**config.mk**
```make
export PLATFORM = sky130hd
export DESIGN_NAME = vfc_ctrl
export DESIGN_NICKNAME = d
export VERILOG_FILES = /design/src/rtl/vfc_pkg.sv /design/src/rtl/vfc_ctrl.sv
export SDC_FILE = /design/constraint.sdc
export NUM_CORES = 1
export LEC_CHECK = 0
export BUFFER_PORTS_ARGS = -buffer_cell sky130_fd_sc_hd__buf_2
export CORE_MARGIN = 2
export CORE_UTILIZATION = 30
export DETAILED_ROUTE_END_ITERATION = 12
export GPL_ROUTABILITY_DRIVEN = 1
export PLACE_DENSITY = 0.53
export SETUP_SLACK_MARGIN = 0.02
export SLEW_MARGIN = 20
export SYNTH_ARGS = -nofsm -noshare
export SYNTH_HDL_FRONTEND = slang
export SYNTH_SLANG_ARGS = --single-unit
```
**constraint.sdc**
```tcl
create_clock -name clock -period 7.49 [get_ports clock]
set_input_delay 0.3745 -clock clock [delete_from_list [all_inputs] [get_ports clock]]
set_output_delay 0.3745 -clock clock [all_outputs]
set_load 0.005 [all_outputs]
```
**src/rtl/vfc_pkg.sv**
```systemverilog
package vfc_pkg;

   localparam int CHUNK_WIDTH   = 16;
   localparam int COLUMN_HEIGHT = 128;
   localparam int PADDED        = CHUNK_WIDTH + 2;
   localparam int STORE_DEPTH   = PADDED * PADDED * COLUMN_HEIGHT;
   localparam int ADDR_W        = $clog2(STORE_DEPTH);

   localparam int COORD_W   = 5;
   localparam int HEIGHT_W  = 7;
   localparam int TYPE_W    = 3;
   localparam int DIR_W     = 3;
   localparam int NUM_DIRS  = 6;
   localparam int NUM_READS = NUM_DIRS + 1;
   localparam int STEP_W    = $clog2(NUM_READS);

   localparam logic OP_WRITE = 1'b0;
   localparam logic OP_MESH  = 1'b1;

   localparam logic [TYPE_W-1:0] VT_AIR   = TYPE_W'(0);
   localparam logic [TYPE_W-1:0] VT_WATER = TYPE_W'(1);

   localparam logic [DIR_W-1:0] DIR_POS_X = DIR_W'(0);
   localparam logic [DIR_W-1:0] DIR_NEG_X = DIR_W'(1);
   localparam logic [DIR_W-1:0] DIR_POS_Y = DIR_W'(2);
   localparam logic [DIR_W-1:0] DIR_NEG_Y = DIR_W'(3);
   localparam logic [DIR_W-1:0] DIR_POS_Z = DIR_W'(4);
   localparam logic [DIR_W-1:0] DIR_NEG_Z = DIR_W'(5);

   localparam logic [STEP_W-1:0] STEP_SELF  = STEP_W'(0);
   localparam logic [STEP_W-1:0] STEP_POS_X = STEP_W'(1);
   localparam logic [STEP_W-1:0] STEP_NEG_X = STEP_W'(2);
   localparam logic [STEP_W-1:0] STEP_POS_Y = STEP_W'(3);
   localparam logic [STEP_W-1:0] STEP_NEG_Y = STEP_W'(4);
   localparam logic [STEP_W-1:0] STEP_POS_Z = STEP_W'(5);
   localparam logic [STEP_W-1:0] STEP_NEG_Z = STEP_W'(6);

   typedef struct packed {
      logic                operation;
      logic [COORD_W-1:0]  pos_x;
      logic [COORD_W-1:0]  pos_y;
      logic [HEIGHT_W-1:0] pos_z;
      logic [TYPE_W-1:0]   voxel_type;
   } req_type;

   typedef struct packed {
      logic [COORD_W-1:0]  face_x;
      logic [COORD_W-1:0]  face_y;
      logic [HEIGHT_W-1:0] face_z;
      logic [DIR_W-1:0]    face_dir;
      logic [TYPE_W-1:0]   face_type;
      logic                water_section;
      logic                top_lowered;
      logic                last_face;
   } rsp_type;

   typedef struct packed {
      logic                wr_en;
      logic                rd_en;
      logic [COORD_W-1:0]  x;
      logic [COORD_W-1:0]  y;
      logic [HEIGHT_W-1:0] z;
      logic [TYPE_W-1:0]   wr_type;
   } mem_req_type;

   typedef enum logic [2:0] {
      ST_IDLE,
      ST_FETCH,
      ST_DRAIN,
      ST_EVAL,
      ST_EMIT
   } ctrl_state_type;

endpackage

```
**src/rtl/vfc_ctrl.sv**
```systemverilog
module vfc_ctrl (
   input  logic                        clock,
   input  logic                        reset,
   input  logic                        show_border,
   input  logic                        req_valid,
   output logic                        req_ready,
   input  vfc_pkg::req_type            req_payload,
   output logic                        rsp_valid,
   input  logic                        rsp_ready,
   output vfc_pkg::rsp_type            rsp_payload,
   output vfc_pkg::mem_req_type        mem_req,
   input  logic [vfc_pkg::TYPE_W-1:0]  rd_type
);
   import vfc_pkg::*;

   ctrl_state_type state_ff, state_in;

   logic [COORD_W-1:0]  pos_x_ff, pos_x_in;
   logic [COORD_W-1:0]  pos_y_ff, pos_y_in;
   logic [HEIGHT_W-1:0] pos_z_ff, pos_z_in;
   logic [STEP_W-1:0]   step_ff, step_in;

   logic                cap_valid_ff;
   logic [STEP_W-1:0]   cap_step_ff;
   logic                cap_air_ff;
   logic                read_air;
   logic [TYPE_W-1:0]   types_ff [NUM_READS];

   logic [NUM_DIRS-1:0] mask_ff, mask_in;
   logic                lowered_ff, lowered_in;
   logic [NUM_DIRS-1:0] eval_mask;
   logic                eval_lowered;

   logic                rsp_valid_ff, rsp_valid_in;
   rsp_type             rsp_ff, rsp_in;
   logic                load;
   logic [DIR_W-1:0]    sel_dir;
   logic [NUM_DIRS-1:0] mask_rest;

   logic req_fire;
   logic req_in_volume;
   logic req_interior;

   function automatic logic [DIR_W-1:0] lowest_dir(input logic [NUM_DIRS-1:0] m);
      logic [DIR_W-1:0] r;
      r = DIR_W'(0);
      for (int i = NUM_DIRS - 1; i >= 0; i--) begin
         if (m[i]) begin
            r = DIR_W'(i);
         end
      end
      return r;
   endfunction

   assign req_fire      = req_valid && req_ready;
   assign req_in_volume = (int'(req_payload.pos_x) < PADDED)
                       && (int'(req_payload.pos_y) < PADDED)
                       && (int'(req_payload.pos_z) < COLUMN_HEIGHT);
   assign req_interior  = (int'(req_payload.pos_x) >= 1)
                       && (int'(req_payload.pos_x) <= CHUNK_WIDTH)
                       && (int'(req_payload.pos_y) >= 1)
                       && (int'(req_payload.pos_y) <= CHUNK_WIDTH)
                       && (int'(req_payload.pos_z) < COLUMN_HEIGHT);

   always_comb begin
      logic water;
      logic nb_show;
      logic border;
      water        = (types_ff[STEP_SELF] == VT_WATER);
      eval_lowered = water && (types_ff[STEP_POS_Z] != VT_WATER);
      for (int d = 0; d < NUM_DIRS; d++) begin
         if (water) begin
            nb_show = (types_ff[d + 1] == VT_AIR);
         end else begin
            nb_show = (types_ff[d + 1] == VT_AIR) || (types_ff[d + 1] == VT_WATER);
         end
         case (DIR_W'(d))
            DIR_POS_X: border = (pos_x_ff == COORD_W'(CHUNK_WIDTH));
            DIR_NEG_X: border = (pos_x_ff == COORD_W'(1));
            DIR_POS_Y: border = (pos_y_ff == COORD_W'(CHUNK_WIDTH));
            DIR_NEG_Y: border = (pos_y_ff == COORD_W'(1));
            DIR_POS_Z: border = (pos_z_ff == HEIGHT_W'(COLUMN_HEIGHT - 1));
            default:   border = (pos_z_ff == HEIGHT_W'(0));
         endcase
         eval_mask[d] = (types_ff[STEP_SELF] != VT_AIR)
                     && (nb_show || (border && show_border));
      end
   end

   assign sel_dir   = lowest_dir(mask_ff);
   assign mask_rest = mask_ff & ~(NUM_DIRS'(1) << sel_dir);
   assign load      = (state_ff == ST_EMIT) && (mask_ff != '0)
                   && (!rsp_valid_ff || rsp_ready);

   always_comb begin
      state_in = state_ff;
      unique case (state_ff)
         ST_IDLE: begin
            if (req_fire && req_payload.operation == OP_MESH && req_interior) begin
               state_in = ST_FETCH;
            end
         end
         ST_FETCH: begin
            if (step_ff == STEP_NEG_Z) begin
               state_in = ST_DRAIN;
            end
         end
         ST_DRAIN: state_in = ST_EVAL;
         ST_EVAL:  state_in = ST_EMIT;
         ST_EMIT: begin
            if (mask_ff == '0 || (load && mask_rest == '0)) begin
               state_in = ST_IDLE;
            end
         end
         default: state_in = ST_IDLE;
      endcase
   end

   always_comb begin
      req_ready  = (state_ff == ST_IDLE);
      pos_x_in   = pos_x_ff;
      pos_y_in   = pos_y_ff;
      pos_z_in   = pos_z_ff;
      step_in    = step_ff;
      mask_in    = mask_ff;
      lowered_in = lowered_ff;
      read_air   = 1'b0;

      mem_req         = '0;
      mem_req.x       = pos_x_ff;
      mem_req.y       = pos_y_ff;
      mem_req.z       = pos_z_ff;
      mem_req.wr_type = req_payload.voxel_type;

      rsp_in       = rsp_ff;
      rsp_valid_in = rsp_valid_ff && !rsp_ready;

      unique case (state_ff)
         ST_IDLE: begin
            mem_req.x = req_payload.pos_x;
            mem_req.y = req_payload.pos_y;
            mem_req.z = req_payload.pos_z;
            if (req_fire && req_payload.operation == OP_WRITE) begin
               mem_req.wr_en = req_in_volume;
            end
            pos_x_in = req_payload.pos_x;
            pos_y_in = req_payload.pos_y;
            pos_z_in = req_payload.pos_z;
            step_in  = STEP_SELF;
         end
         ST_FETCH: begin
            mem_req.rd_en = 1'b1;
            case (step_ff)
               STEP_POS_X: mem_req.x = pos_x_ff + COORD_W'(1);
               STEP_NEG_X: mem_req.x = pos_x_ff - COORD_W'(1);
               STEP_POS_Y: mem_req.y = pos_y_ff + COORD_W'(1);
               STEP_NEG_Y: mem_req.y = pos_y_ff - COORD_W'(1);
               STEP_POS_Z: begin
                  mem_req.z = pos_z_ff + HEIGHT_W'(1);
                  read_air  = (pos_z_ff == HEIGHT_W'(COLUMN_HEIGHT - 1));
               end
               STEP_NEG_Z: begin
                  mem_req.z = pos_z_ff - HEIGHT_W'(1);
                  read_air  = (pos_z_ff == HEIGHT_W'(0));
               end
               default: ;
            endcase
            step_in = step_ff + STEP_W'(1);
         end
         ST_DRAIN: ;
         ST_EVAL: begin
            mask_in    = eval_mask;
            lowered_in = eval_lowered;
         end
         ST_EMIT: begin
            if (load) begin
               rsp_in.face_x        = pos_x_ff;
               rsp_in.face_y        = pos_y_ff;
               rsp_in.face_z        = pos_z_ff;
               rsp_in.face_dir      = sel_dir;
               rsp_in.face_type     = types_ff[STEP_SELF];
               rsp_in.water_section = (types_ff[STEP_SELF] == VT_WATER);
               rsp_in.top_lowered   = lowered_ff;
               rsp_in.last_face     = (mask_rest == '0);
               rsp_valid_in         = 1'b1;
               mask_in              = mask_rest;
            end
         end
         default: ;
      endcase
   end

   always_ff @(posedge clock) begin
      if (reset) begin
         state_ff     <= ST_IDLE;
         rsp_valid_ff <= 1'b0;
         cap_valid_ff <= 1'b0;
         step_ff      <= STEP_SELF;
         mask_ff      <= '0;
      end else begin
         state_ff     <= state_in;
         rsp_valid_ff <= rsp_valid_in;
         cap_valid_ff <= mem_req.rd_en;
         step_ff      <= step_in;
         mask_ff      <= mask_in;
      end
   end

   always_ff @(posedge clock) begin
      pos_x_ff    <= pos_x_in;
      pos_y_ff    <= pos_y_in;
      pos_z_ff    <= pos_z_in;
      lowered_ff  <= lowered_in;
      rsp_ff      <= rsp_in;
      cap_step_ff <= step_ff;
      cap_air_ff  <= read_air;
      if (cap_valid_ff) begin
         types_ff[cap_step_ff] <= cap_air_ff ? VT_AIR : rd_type;
      end
   end

   assign rsp_valid   = rsp_valid_ff;
   assign rsp_payload = rsp_ff;

   a_no_write_while_busy: assert property (@(posedge clock) disable iff (reset)
      (state_ff != ST_IDLE) |-> !mem_req.wr_en)
      else $error("Voxel store written while a mesh item is in progress.");

   a_fetch_step_range: assert property (@(posedge clock) disable iff (reset)
      (state_ff == ST_FETCH) |-> (int'(step_ff) < NUM_READS))
      else $error("Fetch step beyond the last neighbour read.");

   a_last_face_ends_item: assert property (@(posedge clock) disable iff (reset)
      (load && rsp_in.last_face) |=> (state_ff == ST_IDLE))
      else $error("Sequencer did not return to idle after the last face.");

   a_capture_follows_read: assert property (@(posedge clock) disable iff (reset)
      mem_req.rd_en |=> cap_valid_ff)
      else $error("Read data from the voxel store was not captured.");

   a_emit_mask_shrinks: assert property (@(posedge clock) disable iff (reset)
      load |=> ($countones(mask_ff) == $countones($past(mask_ff)) - 1))
      else $error("Face mask did not lose exactly one face on a transfer.");

endmodule

```
# Word level (Yosys, flattened, before mapping)
# Memory sizes are Yosys's and may differ from the RTL's.
# Cells that the tools add are included.
# word_totals
ff_bits	62
ram_bits	21
in_bits	29
output_inout_bits	50
word_cells	154
memories	1
# memory_table
name	depth	word_bits	read_ports	rd_ports_with_merged_regs	wr	line	text
types_ff	7	3	7	0	1	vfc_ctrl.sv:27	logic [TYPE_W-1:0] types_ff [NUM_READS];
# classes
addsub	7
order_cmp	6
n_eq_ne	27
shift	1
mux	32
bitwise_logic	3
n_reduce_logical	58
# op_table
op	count
$pmux W17 S2	1
$mux W3	10
$eq A3 B1 Y1 const B	9
$logic_and A1 B1 Y1	25
$logic_not A3 Y1	7
$pmux W5 S2	2
$pmux W3 S5	1
$logic_or A1 B1 Y1	14
$pmux W7 S2	1
$mux W1	13
$eq A3 B2 Y1 const B	4
$eq A3 B3 Y1 const B	4
$logic_not A6 Y1	2
$pmux W6 S2	1
$add A5 B1 Y5 const B	2
$eq A5 B1 Y1 const B	2
$eq A5 B5 Y1 const B	2
$ge A5 B1 Y1 const B	2
$le A5 B5 Y1 const B	2
$lt A5 B5 Y1 const B	2
$sub A5 B1 Y5 const B	2
$add A7 B1 Y7 const B	1
$eq A7 B7 Y1 const B	1
$logic_not A7 Y1	1
18 further kinds	23

# Longest topological paths before layout
# logic_depth
word_depth	14
mapped_depth	11
ltp_nobuf	10

# Worst setup path after synthesis
# Ideal clock, no wire load.
# synth_timing
kind	flip-flop to output port
startpoint	register step_ff[0]
endpoint	output port mem_req[9] (netlist bit)
arrival_time_ns	2.593
required_time_ns	7.115
slack_ns	4.522
path_stages_with_launch	12
path_buffers	1
path_cell_list	dfxtp_1 > inv_1 > ha_1 > buf_2 > nand2_1 > inv_1 > fa_1 > a211o_1 > a2111oi_0 > o311ai_1 > o41ai_1 > a21oi_1
# synth_lines
element	line	text
start, declared	vfc_ctrl.sv:21	logic [STEP_W-1:0] step_ff, step_in;
start signal, assigned	vfc_ctrl.sv:204	step_ff <= step_in;
end, declared	vfc_ctrl.sv:11	output vfc_pkg::mem_req_type mem_req,

==> results.json <==
{
  "drt_iter0_drc": 242,
  "synth_largest_area_cell": "edfxtp_1",
  "cp_data_required_time_ps": 7120,
  "grt_pass1_wl_um": 16600,
  "leakagePower_nw": 1.88,
  "core_mm2": 0.0138,
  "drt-total-wl_um": 10700,
  "timing.rr.start": "state_ff[0]",
  "chipHeight_um": 122,
  "crit_slowest_cell": "a2111oi_0",
  "multi_input_area_mm2": 0.00176,
  "stdcell_area_mm2": 0.00508,
  "cts_num_sinks": 83,
  "synth_edf_count": 65,
  "dp_hpwl_um": 7780,
  "track_usage_pct": 14.6,
  "tritoncts": "done",
  "drc": 0,
  "hold_viol": 0,
  "antennaDiodeCount": 0,
  "synthArstFlopShare_pct": 0,
  "antenna_found_initial": 0,
  "dpl_worst_slack_ps": 4090,
  "min_period_over_period_pct": 51.1,
  "slew_viol_final": 0,
  "max_freq_ghz": 0.261,
  "h-tree-depth": 3,
  "endpoint": "mem_req[9]",
  "register_area_mm2": 0.00231,
  "finClkSkew_ps": 6.04,
  "fillers": 1403,
  "yosysTopAreaCellShare_pct": 46.3,
  "antenna_left": 0,
  "status": "completed",
  "cp_common_cell": "inv_1",
  "drive_above_1_share_pct": 21.5,
  "yosysUniqueCellTypes": 60,
  "grt_max_degree": 26,
  "rows": 43,
  "synth-seq-cells": 83,
  "vias": 3280,
  "r2r_end": "pos_z_ff[3]",
  "port_buffers": 72,
  "start_util_pct": 30.6,
  "setup.worst_path.start_class": "register",
  "rr_worst_depth": 4,
  "finalSetupTns_ps": 0,
  "cts_resized": 0,
  "slew_headroom_pct": 44.0,
  "postSynthCellCount": 388,
  "gp_congestion": 0.898,
  "fp.dieW_um": 122,
  "area_growth_pct": 20.7,
  "worstSetupStartpoint": "step_ff[0]",
  "syn_nets": 435,
  "root_buffer": "clkbuf_16",
  "post-route-worst-setup-slack_ps": 3660,
  "crit_chain": "inv_1 > ha_1 > nand2_1 > inv_1 > fa_1 > a211o_1 > a2111oi_0 > o311ai_1 > o41ai_1 > a21oi_1 > buf_2",
  "post_cts_buffers": 0,
  "holdCritStartpoint": "req_payload[7]",
  "end_kind": "primary output",
  "routed_via_density": 5.12,
  "cts_buffers": 9,
  "period_needed_ps": 3830,
  "timing.hold.ws_ps": 220,
  "ctsHoldBuffers": 0,
  "ys_seq_area_share_pct": 54.9,
  "clockBufferDepth": 2,
  "cts.clk_slew.worst_paths_ps": 60,
  "dr.pass1.iters": 4,
  "setup_violations": 0,
  "max_stage_delay_ps": 520,
  "arrival_ps": 3450,
  "cap_violations": 0,
  "power.density_mw_per_mm2": 216,
  "path_max_fanout": 13,
  "worstSetupPathType": "register to primary output",
  "grt_pass1_vias": 3110,
  "die_area_mm2": 0.0150,
  "synthFlopType": "edfxtp_1",
  "ios": 79,
  "fin_nets": 503,
  "r2r_slack_ps": 5020,
  "yosys_warnings": 0,
  "grt_overflow_total": 0,
  "min_path_type": "primary input to register",
  "worstMarginPinSlew_ps": 838,
  "syn_area_per_cell_um2": 10.9,
  "synth_area_leaders": "edfxtp_1 (46%), dfxtp_1 (8.6%), ha_1 (5.1%), a21oi_1 (4.3%), nor2_1 (2.7%)",
  "syn-cell-area_mm2": 0.00421,
  "ir_worst_vdd_uv": 111,
  "rsz0062_at_grt": "false",
  "wl_per_cell_um": 16.6,
  "placed_area_mm2": 0.00474,
  "clock_latency_ps": 340
}
[metrics by stage]
step	total power, W	utilization (%)	cells
2_1_floorplan	0.000571	-	388
3_3_place_gp	0.000605	34.4	625
3_5_place_dp	0.000605	34.4	625
4_1_cts	0.00111	36.9	641
5_1_grt	0.00114	36.9	641
6_report	0.00110	36.9	641
[layout by cell type, fill, tap and decap left out, types with 3 or more instances in the layout]
master     Yosys  routed
nor4_1         5       5
a21o_1         3       3
edfxtp_1      65      65
clkbuf_16      0       9
xnor2_1        8       8
buf_4          3       3
inv_1         15      15
buf_2          4      72
xor2_1         5       5
a211oi_1       4       4
o2111ai_1      3       3
nor3_1         9       9
nor2b_1        8       8
nand3_1        7       7
ha_1          17      17
or3_1          3       3
nand2b_1       6       6
nand2_1       27      27
a211o_1        4       4
a22oi_1       10      10
bufinv_16      0       3
o21ai_1        4       4
a21oi_1       36      36
o21ai_0       18      18
o22ai_1       16      16
mux2i_1        3       3
nor2_1        30      30
dfxtp_1       18      18
o21a_1         4       4
[worst min path at each step]
stage	cells after the start	endpoint
6_report	1	pos_z_ff[4]
5_1_grt	1	pos_z_ff[4]
4_1_cts	1	pos_z_ff[4]
3_5_place_dp	0	cap_step_ff[1]
3_3_place_gp	0	cap_step_ff[1]
2_1_floorplan	0	cap_step_ff[1]
[cell usage after synthesis, drive strengths merged (3+ instances only)]
cell type	instances
edfxtp	65
a21oi	36
nor2	31
nand2	27
o21ai	22
dfxtp	18
ha	17
o22ai	16
inv	15
clkbuf	11
a22oi	10
nor3	9
nor2b	8
xnor2	8
buf	7
nand3	7
nand2b	6
a211oi	5
nor4	5
xor2	5
a211o	4
o21a	4
a21o	3
mux2i	3
nor3b	3
o2111ai	3
or3	3
[metal layers]
layer / vias to the layer above / track usage [%] / part of all wire (%)
met5: - / 0 / 0
met4: 0 / 5.17 / 1.7
met3: 12 / 4.79 / 7.1
met2: 102 / 22.2 / 45
met1: 1558 / 19.4 / 47
li1: 1608 / - / -
[where the power goes]
| group | internal [W] | total (W) | leakage [nW] | switching, W |
|---|---|---|---|---|
| sequential | 0.000505 | 0.000523 | 0.753 | 0.0000180 |
| clock | 0.000327 | 0.000505 | 0.167 | 0.000178 |
| combinational | 0.0000333 | 0.0000728 | 0.958 | 0.0000396 |
[kinds of logic after synthesis]
kind of cell / Yosys count / share of synthesized area, %
AO/OA/AOI/OAI: 120 / 18.1
XOR/XNOR: 13 / 2.70
adder cells (fa/ha/maj): 19 / 5.76
buffers and inverters: 34 / 3.42
flip-flops: 83 / 54.9
multiplexers: 5 / 1.25
AND/OR/NAND/NOR: 114 / 13.8
[final cells by class]
type | count | area share (%)
tap | 180 | 4.43
clock inverter | 6 | 2.21
multi-input combinational | 271 | 34.7
clock buffer | 10 | 4.50
inverter | 16 | 1.18
sequential | 83 | 45.5
timing repair buffer | 75 | 7.53
[sequential cells by signal, summed over array words and instances (netlist names)]
signal / count
rsp_payload: 26
types_ff: 21
pos_z_ff: 7
mask_ff: 6
pos_x_ff: 5
pos_y_ff: 5
cap_step_ff: 3
state_ff: 3
step_ff: 3
cap_air_ff: 1
cap_valid_ff: 1
lowered_ff: 1
rsp_valid: 1
[critical path: cells and delay by family, from the launching register on]
kind | cells | cell delay, ps
AND/OR/NAND/NOR | 1 | 180
flip-flops | 1 | 450
buffers and inverters | 3 | 430
adder cells (fa/ha/maj) | 2 | 780
AO/OA/AOI/OAI | 5 | 1260
(Power assumes the default switching activity.)
